`config.mk`:
```
export PLATFORM = sky130hd
export DESIGN_NAME = least_loaded_core_heap_top
export DESIGN_NICKNAME = d
export VERILOG_FILES = /design/src/llch_pkg.sv /design/src/llch_ram.sv /design/src/least_loaded_core_heap_top.sv
export SDC_FILE = /design/constraint.sdc
export NUM_CORES = 1
export LEC_CHECK = 0
export ABC_CLOCK_PERIOD_IN_PS = 7330
export BUFFER_PORTS_ARGS = -buffer_cell sky130_fd_sc_hd__buf_2
export CORE_MARGIN = 2
export CORE_UTILIZATION = 35
export CTS_CLUSTER_SIZE = 25
export DETAILED_ROUTE_END_ITERATION = 8
export SETUP_SLACK_MARGIN = 0.5
export SYNTH_ARGS = -nofsm -noshare
export SYNTH_HDL_FRONTEND = slang
export SYNTH_HIERARCHICAL = 1
export SYNTH_SLANG_ARGS = --single-unit
```
`constraint.sdc`:
```
create_clock -name clock -period 7.33 [get_ports clock]
set_input_delay 1.0995 -clock clock [delete_from_list [all_inputs] [get_ports clock]]
set_output_delay 1.0995 -clock clock [all_outputs]
set_load 0.1 [all_outputs]
```
`src/llch_pkg.sv`:
```
`timescale 1ns / 1ps

package llch_pkg;

   // Width of a load value and of the run time that is added to it.
   localparam int LOAD_W = 32;

   // Width of the reported core number.
   localparam int CORE_ID_W = 3;

   // Register file layout.
   localparam int CSR_DATA_W = 32;
   localparam int CSR_ADDR_W = 3;
   localparam int ACTIVE_W = 4;
   localparam logic [ACTIVE_W-1:0] ACTIVE_RESET = 4'd8;

   // Word index of the active core count register.
   localparam logic [CSR_ADDR_W-3:0] REG_ACTIVE_CORES = 1'b0;

   // Sequencer states.
   typedef enum logic [4:0] {
      ST_IDLE   = 5'b00001,
      ST_ROOT   = 5'b00010,
      ST_CHILD  = 5'b00100,
      ST_PARENT = 5'b01000,
      ST_FINISH = 5'b10000
   } state_type;

endpackage

```
`src/llch_ram.sv`:
```
`timescale 1ns / 1ps

module llch_ram #(
   parameter int WIDTH = 35,
   parameter int DEPTH = 8,
   localparam int AW = (DEPTH > 1) ? $clog2(DEPTH) : 1
) (
   input  logic             clock,
   input  logic             wr_en,
   input  logic [AW-1:0]    wr_addr,
   input  logic [WIDTH-1:0] wr_data,
   input  logic [AW-1:0]    rd_addr_a,
   output logic [WIDTH-1:0] rd_data_a,
   input  logic [AW-1:0]    rd_addr_b,
   output logic [WIDTH-1:0] rd_data_b
);

   logic [WIDTH-1:0] mem_ff [DEPTH];
   logic [WIDTH-1:0] rd_data_a_ff;
   logic [WIDTH-1:0] rd_data_b_ff;

   always_ff @(posedge clock) begin
      if (wr_en) begin
         mem_ff[wr_addr] <= wr_data;
      end
      rd_data_a_ff <= mem_ff[rd_addr_a];
      rd_data_b_ff <= mem_ff[rd_addr_b];
   end

   assign rd_data_a = rd_data_a_ff;
   assign rd_data_b = rd_data_b_ff;

endmodule

```
`src/least_loaded_core_heap_top.sv`:
```
`timescale 1ns / 1ps

// Least loaded core scheduler. Each item on the request channel is the run time of one new
// process; the block adds it to the core that currently carries the least load (lower core
// number wins a tie), saturating at 0xFFFFFFFF, and returns that core's number and new load
// on the response channel, one response per request. The cores live in a binary min-heap
// held in a small two-read-port RAM and are re-ordered by a sift-down that reuses a single
// key comparator under a small sequencer. The response is registered in the ROOT state once
// the previous response has been taken; while it still waits, the rest of the item waits too.
// The block is then busy with the sift-down and takes no new request until the moving entry
// settles, which for eight cores walks at most 3 heap levels. Each level reads both children
// from the RAM at once and uses the comparator once in CHILD and once in PARENT. Writing the
// active_cores register (word 0; the user must write it only while idle, the block does not
// enforce this) resets the heap to cores 0..n-1 with zero load at once; no clearing pass is
// needed. A value of zero counts as one core and a value above NUM_CORES counts as NUM_CORES.
module least_loaded_core_heap_top #(
   parameter int NUM_CORES = 8
) (
   input  logic                                 clock,
   input  logic                                 reset,

   input  logic                                 req_valid,
   output logic                                 req_ready,
   input  logic [llch_pkg::LOAD_W-1:0]          req_run_time,

   output logic                                 rsp_valid,
   input  logic                                 rsp_ready,
   output logic [llch_pkg::CORE_ID_W-1:0]       rsp_core_id,
   output logic [llch_pkg::LOAD_W-1:0]          rsp_core_load,

   input  logic                                 psel,
   input  logic                                 penable,
   input  logic                                 pwrite,
   input  logic [llch_pkg::CSR_ADDR_W-1:0]      paddr,
   input  logic [llch_pkg::CSR_DATA_W-1:0]      pwdata,
   output logic [llch_pkg::CSR_DATA_W-1:0]      prdata,
   output logic                                 pready
);

   import llch_pkg::*;

   // Heap slot addresses and stored core numbers share one width.
   localparam int ADDR_W = (NUM_CORES > 1) ? $clog2(NUM_CORES) : 1;
   localparam int LEN_W = $clog2(NUM_CORES + 1);
   // A heap entry is {load, core}; comparing it as one unsigned number gives the
   // load order with the core number breaking ties.
   localparam int KEY_W = LOAD_W + ADDR_W;
   localparam int WIDE_W = (ADDR_W + 2 > LEN_W) ? ADDR_W + 2 : LEN_W;
   localparam int CMP_W = (LEN_W > ACTIVE_W) ? LEN_W : ACTIVE_W;
   localparam int RESET_LEN = (NUM_CORES < int'(ACTIVE_RESET)) ? NUM_CORES
                                                               : int'(ACTIVE_RESET);

   // ------------------------------------------------------------------
   // Configuration register.
   // ------------------------------------------------------------------
   logic [ACTIVE_W-1:0] active_ff;
   logic [LEN_W-1:0]    len_ff;
   logic [LEN_W-1:0]    len_in;
   logic                csr_write;
   logic                csr_hit;
   logic [CMP_W-1:0]    act_ext;

   assign pready = 1'b1;
   assign csr_hit = (paddr[CSR_ADDR_W-1:2] == REG_ACTIVE_CORES);
   assign csr_write = psel && penable && pwrite && pready && csr_hit;
   assign prdata = csr_hit ? CSR_DATA_W'(active_ff) : '0;

   // The heap size is the written count held between one and NUM_CORES.
   always_comb begin
      act_ext = CMP_W'(pwdata[ACTIVE_W-1:0]);
      priority if (act_ext == '0) begin
         len_in = LEN_W'(1);
      end else if (act_ext > CMP_W'(NUM_CORES)) begin
         len_in = LEN_W'(NUM_CORES);
      end else begin
         len_in = act_ext[LEN_W-1:0];
      end
   end

   always_ff @(posedge clock) begin
      if (reset) begin
         active_ff <= ACTIVE_RESET;
         len_ff <= LEN_W'(RESET_LEN);
      end else if (csr_write) begin
         active_ff <= pwdata[ACTIVE_W-1:0];
         len_ff <= len_in;
      end
   end

   // ------------------------------------------------------------------
   // Heap storage. A slot whose valid bit is clear reads as its reset
   // contents: core number equal to the slot index and zero load.
   // ------------------------------------------------------------------
   logic                 wr_en;
   logic [ADDR_W-1:0]    wr_addr;
   logic [KEY_W-1:0]     wr_data;
   logic [ADDR_W-1:0]    rd_addr_a;
   logic [ADDR_W-1:0]    rd_addr_b;
   logic [KEY_W-1:0]     ram_a;
   logic [KEY_W-1:0]     ram_b;
   logic [ADDR_W-1:0]    addr_a_ff;
   logic [ADDR_W-1:0]    addr_b_ff;
   logic                 vld_a_ff;
   logic                 vld_b_ff;
   logic [NUM_CORES-1:0] vld_ff;
   logic [KEY_W-1:0]     ent_a;
   logic [KEY_W-1:0]     ent_b;

   llch_ram #(
      .WIDTH (KEY_W),
      .DEPTH (NUM_CORES)
   ) u_heap_ram (
      .clock     (clock),
      .wr_en     (wr_en),
      .wr_addr   (wr_addr),
      .wr_data   (wr_data),
      .rd_addr_a (rd_addr_a),
      .rd_data_a (ram_a),
      .rd_addr_b (rd_addr_b),
      .rd_data_b (ram_b)
   );

   always_ff @(posedge clock) begin
      if (reset || csr_write) begin
         vld_ff <= '0;
      end else if (wr_en) begin
         vld_ff[wr_addr] <= 1'b1;
      end
   end

   always_ff @(posedge clock) begin
      addr_a_ff <= rd_addr_a;
      addr_b_ff <= rd_addr_b;
      vld_a_ff <= vld_ff[rd_addr_a];
      vld_b_ff <= vld_ff[rd_addr_b];
   end

   assign ent_a = vld_a_ff ? ram_a : {LOAD_W'(0), addr_a_ff};
   assign ent_b = vld_b_ff ? ram_b : {LOAD_W'(0), addr_b_ff};

   // ------------------------------------------------------------------
   // Shared key comparator: true when entry x orders before entry y.
   // ------------------------------------------------------------------
   logic [KEY_W-1:0] cmp_x;
   logic [KEY_W-1:0] cmp_y;
   logic             x_before_y;

   assign x_before_y = (cmp_x < cmp_y);

   // ------------------------------------------------------------------
   // Root update: saturating add of the new run time.
   // ------------------------------------------------------------------
   logic [LOAD_W-1:0] run_time_ff;
   logic [LOAD_W:0]   sum_wide;
   logic [LOAD_W-1:0] sum_sat;
   logic [KEY_W-1:0]  root_new;

   assign sum_wide = {1'b0, ent_a[KEY_W-1:ADDR_W]} + {1'b0, run_time_ff};
   assign sum_sat = sum_wide[LOAD_W] ? '1 : sum_wide[LOAD_W-1:0];
   assign root_new = {sum_sat, ent_a[ADDR_W-1:0]};

   // ------------------------------------------------------------------
   // Children of the slot the sift moves into next. Slot q (from zero)
   // has children 2q+1 and 2q+2; those at or beyond the heap size are
   // absent.
   // ------------------------------------------------------------------
   state_type         state_ff;
   state_type         state_in;
   logic [ADDR_W-1:0] pos_ff;
   logic [ADDR_W-1:0] pos_in;
   logic [KEY_W-1:0]  cur_ff;
   logic [KEY_W-1:0]  cur_in;
   logic [KEY_W-1:0]  child_ff;
   logic [KEY_W-1:0]  child_in;
   logic [ADDR_W-1:0] child_addr_ff;
   logic [ADDR_W-1:0] child_addr_in;
   logic              has_b_ff;
   logic              has_b_in;
   logic [ADDR_W-1:0] desc_pos;
   logic [WIDE_W-1:0] kid_a;
   logic [WIDE_W-1:0] kid_b;
   logic              has_a;
   logic              has_b;
   logic              rsp_load;
   logic              rsp_valid_ff;

   assign desc_pos = (state_ff == ST_PARENT) ? child_addr_ff : '0;
   assign kid_a = (WIDE_W'(desc_pos) << 1) + WIDE_W'(1);
   assign kid_b = kid_a + WIDE_W'(1);
   assign has_a = (kid_a < WIDE_W'(len_ff));
   assign has_b = (kid_b < WIDE_W'(len_ff));

   // ------------------------------------------------------------------
   // Sequencer.
   // IDLE:   take a request; slot zero is being read meanwhile.
   // ROOT:   add the run time to the root, register the response once the
   //         response register is free, and fetch the root's children.
   // CHILD:  pick the smaller of the two children.
   // PARENT: if the moving entry orders before that child it settles here;
   //         otherwise the child moves up and the sift goes one level down.
   // FINISH: the moving entry settles in a leaf.
   // ------------------------------------------------------------------
   assign req_ready = (state_ff == ST_IDLE);

   always_comb begin
      state_in = state_ff;
      pos_in = pos_ff;
      cur_in = cur_ff;
      child_in = child_ff;
      child_addr_in = child_addr_ff;
      has_b_in = has_b_ff;
      wr_en = 1'b0;
      wr_addr = pos_ff;
      wr_data = cur_ff;
      rd_addr_a = '0;
      rd_addr_b = '0;
      cmp_x = ent_b;
      cmp_y = ent_a;
      rsp_load = 1'b0;
      unique case (state_ff)
         ST_IDLE: begin
            if (req_valid) begin
               state_in = ST_ROOT;
            end
         end
         ST_ROOT: begin
            // While the previous response still waits, slot zero keeps
            // being read so its data stays in place.
            if (!rsp_valid_ff || rsp_ready) begin
               rsp_load = 1'b1;
               cur_in = root_new;
               pos_in = '0;
               if (has_a) begin
                  rd_addr_a = kid_a[ADDR_W-1:0];
                  rd_addr_b = kid_b[ADDR_W-1:0];
                  has_b_in = has_b;
                  state_in = ST_CHILD;
               end else begin
                  wr_en = 1'b1;
                  wr_addr = '0;
                  wr_data = root_new;
                  state_in = ST_IDLE;
               end
            end
         end
         ST_CHILD: begin
            cmp_x = ent_b;
            cmp_y = ent_a;
            if (has_b_ff && x_before_y) begin
               child_in = ent_b;
               child_addr_in = addr_b_ff;
            end else begin
               child_in = ent_a;
               child_addr_in = addr_a_ff;
            end
            state_in = ST_PARENT;
         end
         ST_PARENT: begin
            cmp_x = cur_ff;
            cmp_y = child_ff;
            wr_en = 1'b1;
            wr_addr = pos_ff;
            if (x_before_y) begin
               wr_data = cur_ff;
               state_in = ST_IDLE;
            end else begin
               wr_data = child_ff;
               pos_in = child_addr_ff;
               if (has_a) begin
                  rd_addr_a = kid_a[ADDR_W-1:0];
                  rd_addr_b = kid_b[ADDR_W-1:0];
                  has_b_in = has_b;
                  state_in = ST_CHILD;
               end else begin
                  state_in = ST_FINISH;
               end
            end
         end
         ST_FINISH: begin
            wr_en = 1'b1;
            wr_addr = pos_ff;
            wr_data = cur_ff;
            state_in = ST_IDLE;
         end
         default: begin
            state_in = ST_IDLE;
         end
      endcase
   end

   always_ff @(posedge clock) begin
      if (reset) begin
         state_ff <= ST_IDLE;
      end else begin
         state_ff <= state_in;
      end
   end

   always_ff @(posedge clock) begin
      if (req_valid && req_ready) begin
         run_time_ff <= req_run_time;
      end
      pos_ff <= pos_in;
      cur_ff <= cur_in;
      child_ff <= child_in;
      child_addr_ff <= child_addr_in;
      has_b_ff <= has_b_in;
   end

   // ------------------------------------------------------------------
   // Response register. The core number is reported in three bits.
   // ------------------------------------------------------------------
   logic [CORE_ID_W-1:0]      rsp_core_id_ff;
   logic [LOAD_W-1:0]         rsp_core_load_ff;
   logic [ADDR_W+CORE_ID_W-1:0] id_ext;

   assign id_ext = (ADDR_W + CORE_ID_W)'(ent_a[ADDR_W-1:0]);

   always_ff @(posedge clock) begin
      if (reset) begin
         rsp_valid_ff <= 1'b0;
      end else if (rsp_load) begin
         rsp_valid_ff <= 1'b1;
      end else if (rsp_ready) begin
         rsp_valid_ff <= 1'b0;
      end
   end

   always_ff @(posedge clock) begin
      if (rsp_load) begin
         rsp_core_id_ff <= id_ext[CORE_ID_W-1:0];
         rsp_core_load_ff <= sum_sat;
      end
   end

   assign rsp_valid = rsp_valid_ff;
   assign rsp_core_id = rsp_core_id_ff;
   assign rsp_core_load = rsp_core_load_ff;

   // ------------------------------------------------------------------
   // Assertions.
   // ------------------------------------------------------------------
   // A taken request always moves the sequencer to the root update.
   a_accept_to_root : assert property (@(posedge clock) disable iff (reset)
      (req_valid && req_ready) |=> (state_ff == ST_ROOT))
      else $error("request taken without a root update");

   // A new response only ever comes from the root update.
   a_rsp_from_root : assert property (@(posedge clock) disable iff (reset)
      $rose(rsp_valid) |-> $past(state_ff == ST_ROOT))
      else $error("response raised outside the root update");

   // The heap is only ever written inside its current size.
   a_write_in_heap : assert property (@(posedge clock) disable iff (reset)
      wr_en |-> (WIDE_W'(wr_addr) < WIDE_W'(len_ff)))
      else $error("heap write beyond the active cores");

   // The sift always compares against a slot below the current one.
   a_child_below : assert property (@(posedge clock) disable iff (reset)
      (state_ff == ST_PARENT) |-> (child_addr_ff > pos_ff))
      else $error("sift child is not below its parent");

endmodule
```
==> key figures <==
Floorplanning
  • IO Pins: 144
  • Starting Density: 35.36%
  • CORE AREA: 68,590 um^2
  • Num rows: 96
  • Chip Height: 267.2 um
  • Die area: 71,420 um^2
  • Chip Width: 267.2 um

Hold path
  • Hold WC Path Type: flip-flop to flip-flop
  • Hold Path Stages: 2
  • Hold Path Sink: active_ff[3]
  • Hold Path Origin: active_ff[3]

Timing
  • Final min period: 6127 ps
  • Final clock skew: 22.52 ps
  • Rel. slew slack: 27.08%
  • Setup violators final: 0
  • Fmax: 0.1632 GHz
  • Final Hold Viols: 0
  • Tcrit/Tclk final: 83.58%
  • Hold_ws: 448.2 ps
  • Final Max Tran Viols: 0
  • Setup TNS: 0 ps
  • Final worst setup slack: 1203 ps
  • RSZ-0062 raised after global routing: false
  • Tightest Pin Transition: 1094 ps

Run status
  • Run status: finished clean

Placement
  • Port Buffer Count: 84
  • DP Worst Slack: 1175 ps
  • DP Area: 25,670 um^2
  • Detailed-placement wirelength estimate: 38,610 um
  • Placer Congestion: 0.9038

Detailed routing
  • Drt via density: 5.437
  • Final wirelength: 61,560 um
  • Drt pass-1 iters: 5
  • Via count: 14,822
  • DRC viols: 0
  • Per-cell routed wire length: 22.58 um
  • Final ANT Viol Nets: 0
  • First-iteration detailed-routing DRC count: 1,212

Synthesis
  • Post-synthesis register bit count: 488
  • Async SR Flop Fraction: 0%
  • Post-Syn Area per Cell: 14.42 um^2
  • Cell taking the most area after synthesis: edfxtp_1
  • Synth area leaders: edfxtp_1, mux4_1, dfxtp_1
  • Unique masters post-synth: 73
  • Post-synth EDFFs: 389
  • Post-synthesis sequential area ratio: 56.34%
  • Mapped Area: 24,250 um^2
  • Synth Warn #: 6
  • Mapped Cells: 1,682
  • Area share of the largest cell type after synthesis: 48.16%
  • Dominant synthesized flop cell: edfxtp_1

Clock network
  • Clock slew seen by the registers of the worst setup and hold paths: 70 ps
  • Post-CTS sizing: 0
  • H-Tree Depth: 2
  • CTS root buf: clkbuf_16
  • Worst-Skew Late Latency: 600 ps
  • Cts hold-fix bufs: 0
  • Clk sinks: 488
  • CTS tree: built
  • Post-CTS Setup Bufs: 0
  • Clk buf depth: 3
  • Num CTS Buffers: 48

Worst setup path
  • Path depth of the worst reg2reg path: 16
  • Critical path required time: 7800 ps
  • Startpoint Class: flip-flop
  • Setup slack, reg-to-reg: 1200 ps
  • R2R Path Start: state_ff[1]
  • CP endpoint kind: flip-flop
  • R2R Path End: u_heap_ram/rd_data_a[23]
  • Worst Setup Path Type: flip-flop to flip-flop
  • Peak fanout along the critical path: 61
  • Critical Path AT: 6600 ps

Power and ir drop
  • P_int: 0.004716 W
  • Pwr per Cell Area: 224.8 nW/um^2
  • Tot Pwr: 0.006156 W
  • Maximum VDD drop: 0.1762 mV
  • Clock power frac: 43.4%
  • Leakage power: 9.947 nW
  • Sw Share: 23.40%
  • Sequential share of power: 49.4%
  • Psw: 0.001440 W
  • Comb pwr share: 7.2%

Layout
  • Multi-input combinational cell area: 10,020 um^2
  • Fill cells: 6,278
  • Sequential cell area: 13,660 um^2
  • Final nets: 1,903
  • Antenna Cells: 0
  • Area growth, synth to finish: 12.93%
  • Share of layout cells above drive strength 1: 16.99%
  • Final instance area: 27,390 um^2

Flow run
  • Max Cap Viol: 0

Global route
  • First-pass GRT wire length: 90,860 um
  • GRT Total Usage: 16.91%
  • Initial antenna violation count: 0
  • Vias in the first global route: 14,950
  • Largest net degree at the start of global routing: 71
  • Total grt overflow: 0
-- per-layer routing --
metal	GRT usage, %	routed length (um)
met1	21.91	26760
met2	29.66	30370
met3	2.069	2943
met4	4.965	1489
met5	0	0
-- critical path: stages, from the launching register on --
cell      delay [ps]
dfxtp_1          360
nor3_1           330
nand3b_1         780
buf_12           470
mux2i_1          140
ha_1             290
a21oi_1          140
o21ai_0          210
a32oi_1          230
nand4_1          110
a31oi_1          650
o22ai_4          130
o21ai_2          490
clkinv_2         440
buf_12           370
mux4_1           520
mux2_2           280
-- kinds of logic after synthesis --
kind of cell    count (synthesis)  share of synthesized area, %
mux                           252                         20.16
other cells                     2                       0.03096
compound gates                284                         7.542
buf+inv                       146                         3.281
flops                         488                         56.34
fa+ha+maj                      74                         3.849
simple gates                  409                         7.826
xor+xnor                       27                        0.9750
-- power groups by stage --
stage                     sequential [W]  clock [W]  combinational [W]
after detailed placement         0.00310          0           0.000438
after global routing             0.00304    0.00282           0.000476
after floorplan                  0.00311          0           0.000320
final                            0.00304    0.00267           0.000446
after global placement           0.00310          0           0.000431
after CTS                        0.00304    0.00273           0.000439
-- metrics by stage --
| stage | utilization (%) | instances |
|---|---|---|
| floorplan | - | 1710 |
| global placement | 37.43 | 2636 |
| detailed placement | 37.43 | 2636 |
| CTS | 39.94 | 2726 |
| global route | 39.94 | 2726 |
| finish | 39.94 | 2726 |
-- state kept, by name, summed over array words and instances (netlist names), 3 cells and up --
signal	cells
len_ff	4
child_addr_ff	3
pos_ff	3
run_time_ff	32
addr_a_ff	3
u_heap_ram/rd_data_b	35
active_ff	4
vld_ff	8
u_heap_ram/mem_ff	280
u_heap_ram/rd_data_a	35
cur_ff	35
state_ff	5
child_ff	35
-- worst max-delay path by stage --
| stage | startpoint | endpoint | slack [ps] | cells past startpoint |
|---|---|---|---|---|
| detailed placement | state_ff[1] | u_heap_ram/rd_data_a[13] | 1180 | 16 |
| CTS | state_ff[0] | u_heap_ram/rd_data_a[23] | 1160 | 16 |
| finish | state_ff[1] | u_heap_ram/rd_data_a[23] | 1200 | 16 |
| global placement | state_ff[0] | u_heap_ram/rd_data_a[10] | 1300 | 16 |
| floorplan | rsp_ready | u_heap_ram/mem_ff[0][0] | 600 | 7 |
| global route | state_ff[1] | u_heap_ram/rd_data_a[21] | 830 | 16 |
-- Yosys cell counts (5+ instances only) --
master / number
a21oi_1: 68
buf_2: 12
a31oi_1: 8
nor2b_1: 16
mux2i_1: 40
and3_1: 9
buf_4: 30
a21o_1: 21
dfxtp_1: 99
buf_6: 16
clkbuf_1: 56
mux4_1: 140
nor2_1: 60
mux2_2: 72
o21ai_0: 98
xor2_1: 14
and2_1: 41
a221o_1: 5
nand2_1: 197
nand3_1: 16
o21a_1: 5
nor3_1: 13
nand2b_1: 27
a22oi_1: 22
o31ai_1: 5
edfxtp_1: 389
xnor2_1: 13
buf_1: 8
inv_1: 23
ha_1: 73
nand4_1: 9
-- cells in the final DEF, fill, tap and decap left out, types with 5 or more instances in the layout --
| cell type | n |
|---|---|
| and3_1 | 9 |
| buf_2 | 84 |
| a31oi_1 | 8 |
| bufinv_16 | 9 |
| nand3_1 | 16 |
| and2_1 | 40 |
| clkinv_2 | 12 |
| mux2_2 | 72 |
| a21o_1 | 21 |
| edfxtp_1 | 389 |
| nand2_1 | 197 |
| dfxtp_1 | 98 |
| clkbuf_16 | 49 |
| a21oi_1 | 68 |
| a22oi_1 | 22 |
| nand4_1 | 9 |
| xor2_1 | 14 |
| conb_1 | 30 |
| o21a_1 | 5 |
| o31ai_1 | 5 |
| ha_1 | 73 |
| clkbuf_1 | 6 |
| buf_12 | 5 |
| mux2i_1 | 40 |
| nor2_4 | 10 |
| o21ai_0 | 98 |
| mux4_1 | 140 |
| nor3_1 | 11 |
| buf_4 | 28 |
| nor2_1 | 50 |
| nor2b_1 | 14 |
| xnor2_1 | 13 |
| inv_1 | 22 |
| nand2b_1 | 27 |
| a221o_1 | 5 |
| clkinvlp_4 | 6 |
-- cell type report --
type	instances	share of cell area, %
tap	931	4.253
sequential	488	49.89
inverter	24	0.3335
clock inverter	33	1.603
timing repair buffer	117	2.668
multi-input combinational	1076	36.60
clock buffer	57	4.659
No activity file was read; power rests on OpenSTA's default activity.
